## config.mk

```make
export PLATFORM = sky130hd
export DESIGN_NAME = sorted_priority_queue_core
export DESIGN_NICKNAME = d
export VERILOG_FILES = /design/src/rtl/spq_pkg.sv /design/src/rtl/spq_cell.sv /design/src/rtl/sorted_priority_queue_core.sv
export SDC_FILE = /design/constraint.sdc
export NUM_CORES = 1
export LEC_CHECK = 0
export BUFFER_PORTS_ARGS = -buffer_cell sky130_fd_sc_hd__buf_2
export CORE_MARGIN = 2
export CORE_UTILIZATION = 50
export DETAILED_ROUTE_END_ITERATION = 8
export HOLD_SLACK_MARGIN = 0.12
export PLACE_DENSITY = 0.64
export SETUP_SLACK_MARGIN = 0.5
export SLEW_MARGIN = 20
export SYNTH_ARGS = -nofsm -noshare
export SYNTH_HDL_FRONTEND = slang
export SYNTH_SLANG_ARGS = --single-unit
export TNS_END_PERCENT = 10
```

## constraint.sdc

```tcl
create_clock -name clk -period 8.4 [get_ports clk]
set_input_delay 0.42 -clock clk [delete_from_list [all_inputs] [get_ports clk]]
set_output_delay 0.42 -clock clk [all_outputs]
set_load 0.02 [all_outputs]
```

## src/rtl/spq_pkg.sv

```systemverilog
// spq_pkg: shared types and constants for the sorted priority queue
// holds transfer payload structs, operation and status codes and the cell command type
// no dependencies
package spq_pkg;

	localparam int CAPACITY_DEF = 16;
	localparam int ID_BITS      = 8;
	localparam int PRIO_BITS    = 16;
	localparam int COUNT_BITS   = 5;

	// operation codes carried in the func field
	localparam logic [1:0] FUNC_ENQ = 2'd0;
	localparam logic [1:0] FUNC_DEQ = 2'd1;
	localparam logic [1:0] FUNC_UPD = 2'd2;

	// status codes
	localparam logic [1:0] ST_OK    = 2'd0;
	localparam logic [1:0] ST_EMPTY = 2'd1;
	localparam logic [1:0] ST_FULL  = 2'd2;

	typedef struct packed {
		logic [1:0]                  func;
		logic [ID_BITS-1:0]          entry_id;
		logic signed [PRIO_BITS-1:0] priority_in;
	} spq_req_t;

	typedef struct packed {
		logic [ID_BITS-1:0]    popped_id;
		logic [1:0]            status;
		logic [COUNT_BITS-1:0] entry_count;
	} spq_rsp_t;

	// what every cell of the row does
	typedef enum logic [1:0] {
		CELL_HOLD,
		CELL_INSERT,
		CELL_POP,
		CELL_REMOVE
	} cell_op_t;

	typedef struct packed {
		cell_op_t                    op;
		logic [ID_BITS-1:0]          id;
		logic signed [PRIO_BITS-1:0] prio;
	} cell_cmd_t;

	// contents of one slot as seen by its neighbours
	typedef struct packed {
		logic                        valid;
		logic [ID_BITS-1:0]          id;
		logic signed [PRIO_BITS-1:0] prio;
	} slot_t;

endpackage

```

## src/rtl/spq_cell.sv

```systemverilog
// spq_cell: one slot of the sorted row
// compares against the broadcast key and takes data from itself, the key or a neighbour
// depends on spq_pkg
module spq_cell import spq_pkg::*; (
	input  logic      clk,
	input  logic      arst_n,
	input  cell_cmd_t cmd,
	input  slot_t     left,
	input  logic      left_ge,
	input  slot_t     right,
	input  logic      rm_in,
	output slot_t     own,
	output logic      ge,
	output logic      rm_out
);

	logic                        valid_q;
	logic [ID_BITS-1:0]          id_q;
	logic signed [PRIO_BITS-1:0] prio_q;
	slot_t                       nxt;
	logic                        match;

	// entry stays ahead of the key: greater or equal priority, older wins ties
	assign ge     = valid_q && ($signed(prio_q) >= $signed(cmd.prio));
	assign match  = valid_q && (id_q == cmd.id);
	// first match at or before this cell
	assign rm_out = rm_in || match;

	assign own.valid = valid_q;
	assign own.id    = id_q;
	assign own.prio  = prio_q;

	always_comb begin
		nxt = own;
		unique case (cmd.op)
			CELL_HOLD: begin
				nxt = own;
			end
			CELL_INSERT: begin
				if (!ge) begin
					if (left_ge) begin
						nxt.valid = 1'b1;
						nxt.id    = cmd.id;
						nxt.prio  = cmd.prio;
					end else begin
						nxt = left;
					end
				end
			end
			CELL_POP: begin
				nxt = right;
			end
			CELL_REMOVE: begin
				if (rm_out) begin
					nxt = right;
				end
			end
		endcase
	end

	always_ff @(posedge clk or negedge arst_n) begin
		if (!arst_n) begin
			valid_q <= 1'b0;
		end else begin
			valid_q <= nxt.valid;
		end
	end

	always_ff @(posedge clk) begin
		id_q   <= nxt.id;
		prio_q <= nxt.prio;
	end

endmodule

```

## src/rtl/sorted_priority_queue_core.sv

```systemverilog
// sorted_priority_queue_core: top level of the sorted priority queue
// a row of spq_cell slots plus transfer control and the entry counter
// depends on spq_pkg and spq_cell
//
// usage
// - request channel (req_valid, req_stall, req): func, entry_id, priority_in
// - response channel (rsp_valid, rsp_stall, rsp): popped_id, status, entry_count
// - a request transfers on a clock edge with req_valid high and req_stall low;
//   every request yields exactly one response, in request order
// - enqueue and dequeue make a single pass of the cell row; the response is
//   registered and shows the cycle after the transfer, and a new request is
//   taken every cycle while responses drain
// - update makes a remove pass over the row, then an insert pass;
//   req_stall is high while the insert pass is pending, so no new request is
//   taken until it is done; the response shows after the insert pass
// - throughput is set by the single shared row: every cell compares and
//   shifts once per cycle, one operation per pass
// - while the response register holds an untaken response and rsp_stall is
//   high, req_stall is high and the row holds still
// - reset empties the queue at once (all slot valid bits and the counter clear);
//   no clearing pass, requests are taken from the first cycle after reset
// - entry_count reports the number of entries after the operation
module sorted_priority_queue_core import spq_pkg::*; #(
	parameter int CAPACITY = CAPACITY_DEF
) (
	input  logic     clk,
	input  logic     arst_n,
	input  logic     req_valid,
	output logic     req_stall,
	input  spq_req_t req,
	output logic     rsp_valid,
	input  logic     rsp_stall,
	output spq_rsp_t rsp
);

	localparam int COUNT_W = $clog2(CAPACITY + 1);

	// cell row wiring
	cell_cmd_t   cmd;
	slot_t       slots [CAPACITY];
	logic        ge    [CAPACITY];
	logic        rm    [CAPACITY];

	// control state
	logic                        upd_q;       // insert pass of an update pending
	logic [ID_BITS-1:0]          upd_id_q;
	logic signed [PRIO_BITS-1:0] upd_prio_q;
	logic [COUNT_W-1:0]          cnt_q;
	logic [COUNT_W-1:0]          cnt_d;
	logic                        rsp_valid_q;
	spq_rsp_t                    rsp_q;
	spq_rsp_t                    rsp_d;

	logic out_free;
	logic req_fire;
	logic upd_fire;
	logic produce;
	logic full;
	logic empty;
	logic found;

	assign full     = (cnt_q == COUNT_W'(CAPACITY));
	assign empty    = (cnt_q == '0);
	assign found    = rm[CAPACITY-1];

	// response register free this cycle, either empty or draining
	assign out_free  = !rsp_valid_q || !rsp_stall;
	assign req_stall = upd_q || !out_free;
	assign req_fire  = req_valid && !req_stall;
	assign upd_fire  = upd_q && out_free;

	// command broadcast to every cell
	always_comb begin
		cmd.op   = CELL_HOLD;
		cmd.id   = req.entry_id;
		cmd.prio = req.priority_in;
		if (upd_q) begin
			cmd.id   = upd_id_q;
			cmd.prio = upd_prio_q;
			if (upd_fire && !full) begin
				cmd.op = CELL_INSERT;
			end
		end else if (req_fire) begin
			unique case (req.func)
				FUNC_ENQ: cmd.op = full  ? CELL_HOLD : CELL_INSERT;
				FUNC_DEQ: cmd.op = empty ? CELL_HOLD : CELL_POP;
				FUNC_UPD: cmd.op = CELL_REMOVE;
				default:  cmd.op = CELL_HOLD;
			endcase
		end
	end

	// the row of slots, head in cell 0
	for (genvar k = 0; k < CAPACITY; k++) begin : g_cell
		slot_t left_s;
		slot_t right_s;
		logic  left_ge_s;
		logic  rm_in_s;

		if (k == 0) begin : g_head
			assign left_s    = '0;
			assign left_ge_s = 1'b1;
			assign rm_in_s   = 1'b0;
		end else begin : g_body
			assign left_s    = slots[k-1];
			assign left_ge_s = ge[k-1];
			assign rm_in_s   = rm[k-1];
		end

		if (k == CAPACITY - 1) begin : g_tail
			assign right_s = '0;
		end else begin : g_mid
			assign right_s = slots[k+1];
		end

		spq_cell u_cell (
			.clk     (clk),
			.arst_n  (arst_n),
			.cmd     (cmd),
			.left    (left_s),
			.left_ge (left_ge_s),
			.right   (right_s),
			.rm_in   (rm_in_s),
			.own     (slots[k]),
			.ge      (ge[k]),
			.rm_out  (rm[k])
		);
	end

	// next count and response contents
	always_comb begin
		cnt_d             = cnt_q;
		produce           = 1'b0;
		rsp_d.popped_id   = '0;
		rsp_d.status      = ST_OK;
		if (upd_fire) begin
			produce = 1'b1;
			if (full) begin
				rsp_d.status = ST_FULL;
			end else begin
				cnt_d = cnt_q + COUNT_W'(1);
			end
		end else if (req_fire) begin
			unique case (req.func)
				FUNC_ENQ: begin
					produce = 1'b1;
					if (full) begin
						rsp_d.status = ST_FULL;
					end else begin
						cnt_d = cnt_q + COUNT_W'(1);
					end
				end
				FUNC_DEQ: begin
					produce = 1'b1;
					if (empty) begin
						rsp_d.status = ST_EMPTY;
					end else begin
						rsp_d.popped_id = slots[0].id;
						cnt_d           = cnt_q - COUNT_W'(1);
					end
				end
				FUNC_UPD: begin
					// remove pass; the response follows the insert pass
					if (found) begin
						cnt_d = cnt_q - COUNT_W'(1);
					end
				end
				default: begin
					produce = 1'b1;
				end
			endcase
		end
		rsp_d.entry_count = COUNT_BITS'(cnt_d);
	end

	always_ff @(posedge clk or negedge arst_n) begin
		if (!arst_n) begin
			upd_q       <= 1'b0;
			cnt_q       <= '0;
			rsp_valid_q <= 1'b0;
		end else begin
			cnt_q <= cnt_d;
			if (req_fire && req.func == FUNC_UPD) begin
				upd_q <= 1'b1;
			end else if (upd_fire) begin
				upd_q <= 1'b0;
			end
			if (produce) begin
				rsp_valid_q <= 1'b1;
			end else if (!rsp_stall) begin
				rsp_valid_q <= 1'b0;
			end
		end
	end

	always_ff @(posedge clk) begin
		if (req_fire) begin
			upd_id_q   <= req.entry_id;
			upd_prio_q <= req.priority_in;
		end
		if (produce) begin
			rsp_q <= rsp_d;
		end
	end

	assign rsp_valid = rsp_valid_q;
	assign rsp       = rsp_q;

endmodule

```

==> summary.txt <==
Die outline height -> 247 um
Synthesized-area fraction occupied by and/or/nand/nor cells -> 0.114
Clock-pin slew on the worst setup and hold paths -> 60 ps
Final setup violating endpoints -> 0
DP Wirelength -> 60.5 mm
Max FO, Critical Path -> 80
Endpoints failing hold -> 0
Die area -> 60,900 um^2
Outcome -> finished clean
Post-synthesis sequential area ratio -> 0.450
Endpoint kind of the worst setup timing path -> flop
Vias in the first global route -> 22,400
Dominant delay contributor by cell family on the critical path -> buffers and inverters
Most frequent cell on the critical path -> buf_4
Actual transition at the worst max-transition pin -> 1100 ps
Gr usage total -> 0.273
Wire per inst -> 22.7 um
Mean cell area of the mapped netlist -> 10.3 um^2
Largest net degree at the start of global routing -> 190
Worst reg2reg setup slack -> 3140 ps
Via density -> 6.15
Flop and latch count out of synthesis -> 446
Final core utilization -> 0.552
Core Region -> 58,700 um^2
RSZ-0062 raised after global routing -> no
Synthesized instance count -> 2,870
Post-route minimum period -> 5260 ps
Remaining global-route overflow -> 0
RD Place Congestion -> 0.927
Effective utilization at floorplan -> 0.502
Wirelength, routed -> 83.5 mm
Adder and majority cell fraction of the synthesized area -> 0.109
Buffer depth of the longest clock path -> 3
Filler Cells Inserted -> 5,119
# Post-CTS Setup Buffers -> 0
Final Cycle Share -> 0.626
Site Rows -> 89
Total leakage power -> 12.4 nW
Number of buffers added on ports -> 46
Peak VDD IR -> 0.000180 V
Count of nets left with antenna violations after detail routing -> 0
Setup TNS -> 0 ps
Crit-path cells -> buf_4 > a21oi_1 > nand2_1 > inv_2 > and2_4 > buf_4 > nor2_1 > o21ai_1 > buf_4 > nor2b_2 > buf_4
Buffering stage count on the worst path with inverters included -> 5
Synthesis-to-layout area growth -> 9.94%
Critical path start-end classification -> flop to flop
Power density cells -> 278 nW/um^2
Largest family of logic cells by synthesized area -> compound AO/OA/AOI/OAI gates
Starting DRC count in detailed routing -> 2,195
Max-cap violations -> 0
Proportion of synthesized flip-flops having asynchronous set or reset -> 0.0516
Worst Clk Skew -> 15.9 ps
TritonCTS clock tree -> done
Drt drc -> 0
Length of the first detailed-routing pass in iterations -> 6
Ratio of cells with drive above 1 in the final layout -> 0.0873
CP arrival -> 5550 ps
Number of sinks driven by the clock tree -> 446
Number of top-level pins -> 47
Proportion of synthesized area in mux cells -> 0.0979
Endpoint required time on the critical path -> 8700 ps
Die width -> 247 um
Total inserted antenna cells -> 0
Post-synthesis net count -> 3,158
Achievable frequency -> 190 MHz
Post-synthesis instance area -> 29,500 um^2
Post-layout nets -> 3,155
Antenna violations before repair -> 0
Clk Tree Root Cell -> clkbuf_16
Number of synthesized flops with an enable pin -> 423
Main flop type after synthesis -> edfxtp_1
Number of clock buffers inserted by TritonCTS -> 53
Relative max-transition margin -> 0.268
Leading cell types in the layout, fill and taps excluded -> edfxtp_1, nand2_1, o21ai_0, ha_1, mux2i_1
Via count -> 22,700
Slowest Stage Delay on Critical Path -> 810 ps
Crit-path slowest cell -> and2_4
Post-route cell area -> 32,400 um^2
Synth unique cells -> 74
Worst Hold Class -> input port to flop
Synthesized-area fraction occupied by ao, oa, aoi and oai cells -> 0.154
First-pass GRT wire length -> 130 mm
Count of synthesis-stage warnings from yosys -> 0
Synthesized-area fraction occupied by xor and xnor cells -> 0.0399
Most common library cell in the layout ignoring fill and taps -> edfxtp_1
Clock latency of the later-clocked register in the worst-skew pair -> 610 ps
Cell area after placement -> 30,500 um^2
Number of slew-limit violations in the final report -> 0
H-tree levels -> 2
Critical Path Start Type -> flop
-- synth_stat cells (5+ instances only) --
cell,n,share of area
o31ai_1,10,0.0025
ha_1,258,0.11
o22ai_1,6,0.0013
o21ai_1,10,0.0017
o211ai_1,16,0.0041
nand3_1,62,0.011
mux2i_1,246,0.084
nand2_1,341,0.043
xnor2_1,126,0.037
a211oi_1,34,0.0087
a22oi_1,24,0.0061
a21o_1,49,0.012
a31oi_1,9,0.0019
dfrtp_1,23,0.020
nor2_1,172,0.022
and2_1,12,0.0025
nand2b_1,16,0.0034
nor2b_1,20,0.0042
nor3_1,29,0.0049
o21bai_1,5,0.0013
clkbuf_1,140,0.018
o311ai_0,37,0.011
edfxtp_1,423,0.43
inv_1,59,0.0075
mux2_2,25,0.0095
and3_1,5,0.0011
o21ai_0,341,0.058
buf_2,23,0.0039
buf_6,6,0.0023
o221ai_1,6,0.0018
a2111oi_0,6,0.0018
nor4_1,22,0.0047
nand4_1,52,0.011
buf_1,17,0.0022
o21a_1,27,0.0069
a21oi_1,137,0.023
-- per-layer routing --
| layer | global-route usage | vias up | part of all wire | wire (um) |
|---|---|---|---|---|
| li1 | - | 10700 | - | - |
| met1 | 0.389 | 11000 | 0.46 | 38000 |
| met2 | 0.438 | 785 | 0.46 | 38400 |
| met3 | 0.0365 | 126 | 0.061 | 5120 |
| met4 | 0.0748 | 0 | 0.024 | 2000 |
| met5 | 0 | - | 0 | 0 |
-- final cells by class --
cell class              count  area (um^2)  share of cell area
clock buffers              72         1460              0.0450
clock inverters            25          144             0.00444
inverters                  60          225             0.00695
multi-input cells        2174        15400               0.474
flip-flops and latches    446        13300               0.410
well taps                 773          967              0.0298
repair buffers            132          973              0.0300
-- worst register-to-register path: cells and delay by family (launching register included) --
kind            cells  cell delay (ps)
simple gates        4             1750
compound gates      2              360
flops               1              580
buf+inv             5             2240
-- stage by stage --
stage / std cells / power (mW) / hold WS, ps / setup slack [ps]
after detailed placement: 3558 / 6.80 / 509 / 3050
final: 3682 / 9.01 / 152 / 3140
after global placement: 3558 / 6.69 / 494 / 3030
after global routing: 3682 / 9.52 / 123 / 2800
after floorplan: 2870 / 5.82 / 124 / 2470
after CTS: 3681 / 9.02 / 135 / 3030
-- state kept, by name, indices dropped and copies added, names as in the netlist, 5 cells and up --
register               flops
g_cell.u_cell.prio_q     256
g_cell.u_cell.id_q       128
g_cell.u_cell.valid_q     16
upd_prio_q                16
rsp                       15
upd_id_q                   8
cnt_q                      5
-- final timing paths --
kind | from | to | cells after the start
hold reg to reg | g_cell[10].u_cell.prio_q[14] | g_cell[9].u_cell.prio_q[14] | 2
setup reg to reg | upd_q | g_cell[4].u_cell.prio_q[6] | 11
hold / removal | req[0] | upd_prio_q[0] | 1
setup / recovery | upd_q | g_cell[4].u_cell.prio_q[6] | 11
max in group asynchronous | arst_n | upd_q | 2
min in group asynchronous | arst_n | rsp_valid | 2
-- power breakdown --
| part | internal (mW) | leakage [nW] | switching [mW] |
|---|---|---|---|
| clock network | 1.24 | 0.791 | 0.962 |
| registers | 3.16 | 4.18 | 0.445 |
| logic | 1.30 | 7.45 | 1.91 |
-- cell families (layout without fill, tap and decap cells) --
family                   after synthesis  count (layout)
buffers and inverters                250             289
XOR/XNOR                             131             131
AND/OR/NAND/NOR                      752             752
AO/OA/AOI/OAI                        753             753
adder cells (fa/ha/maj)              258             258
flip-flops                           446             446
multiplexers                         280             280
-- what timing repair did --
item	in CTS	in global routing
hold buffers	26	0
hold endpoints to repair	47	0
gates resized for setup	0	0
Power figures use the tool's default switching activity.
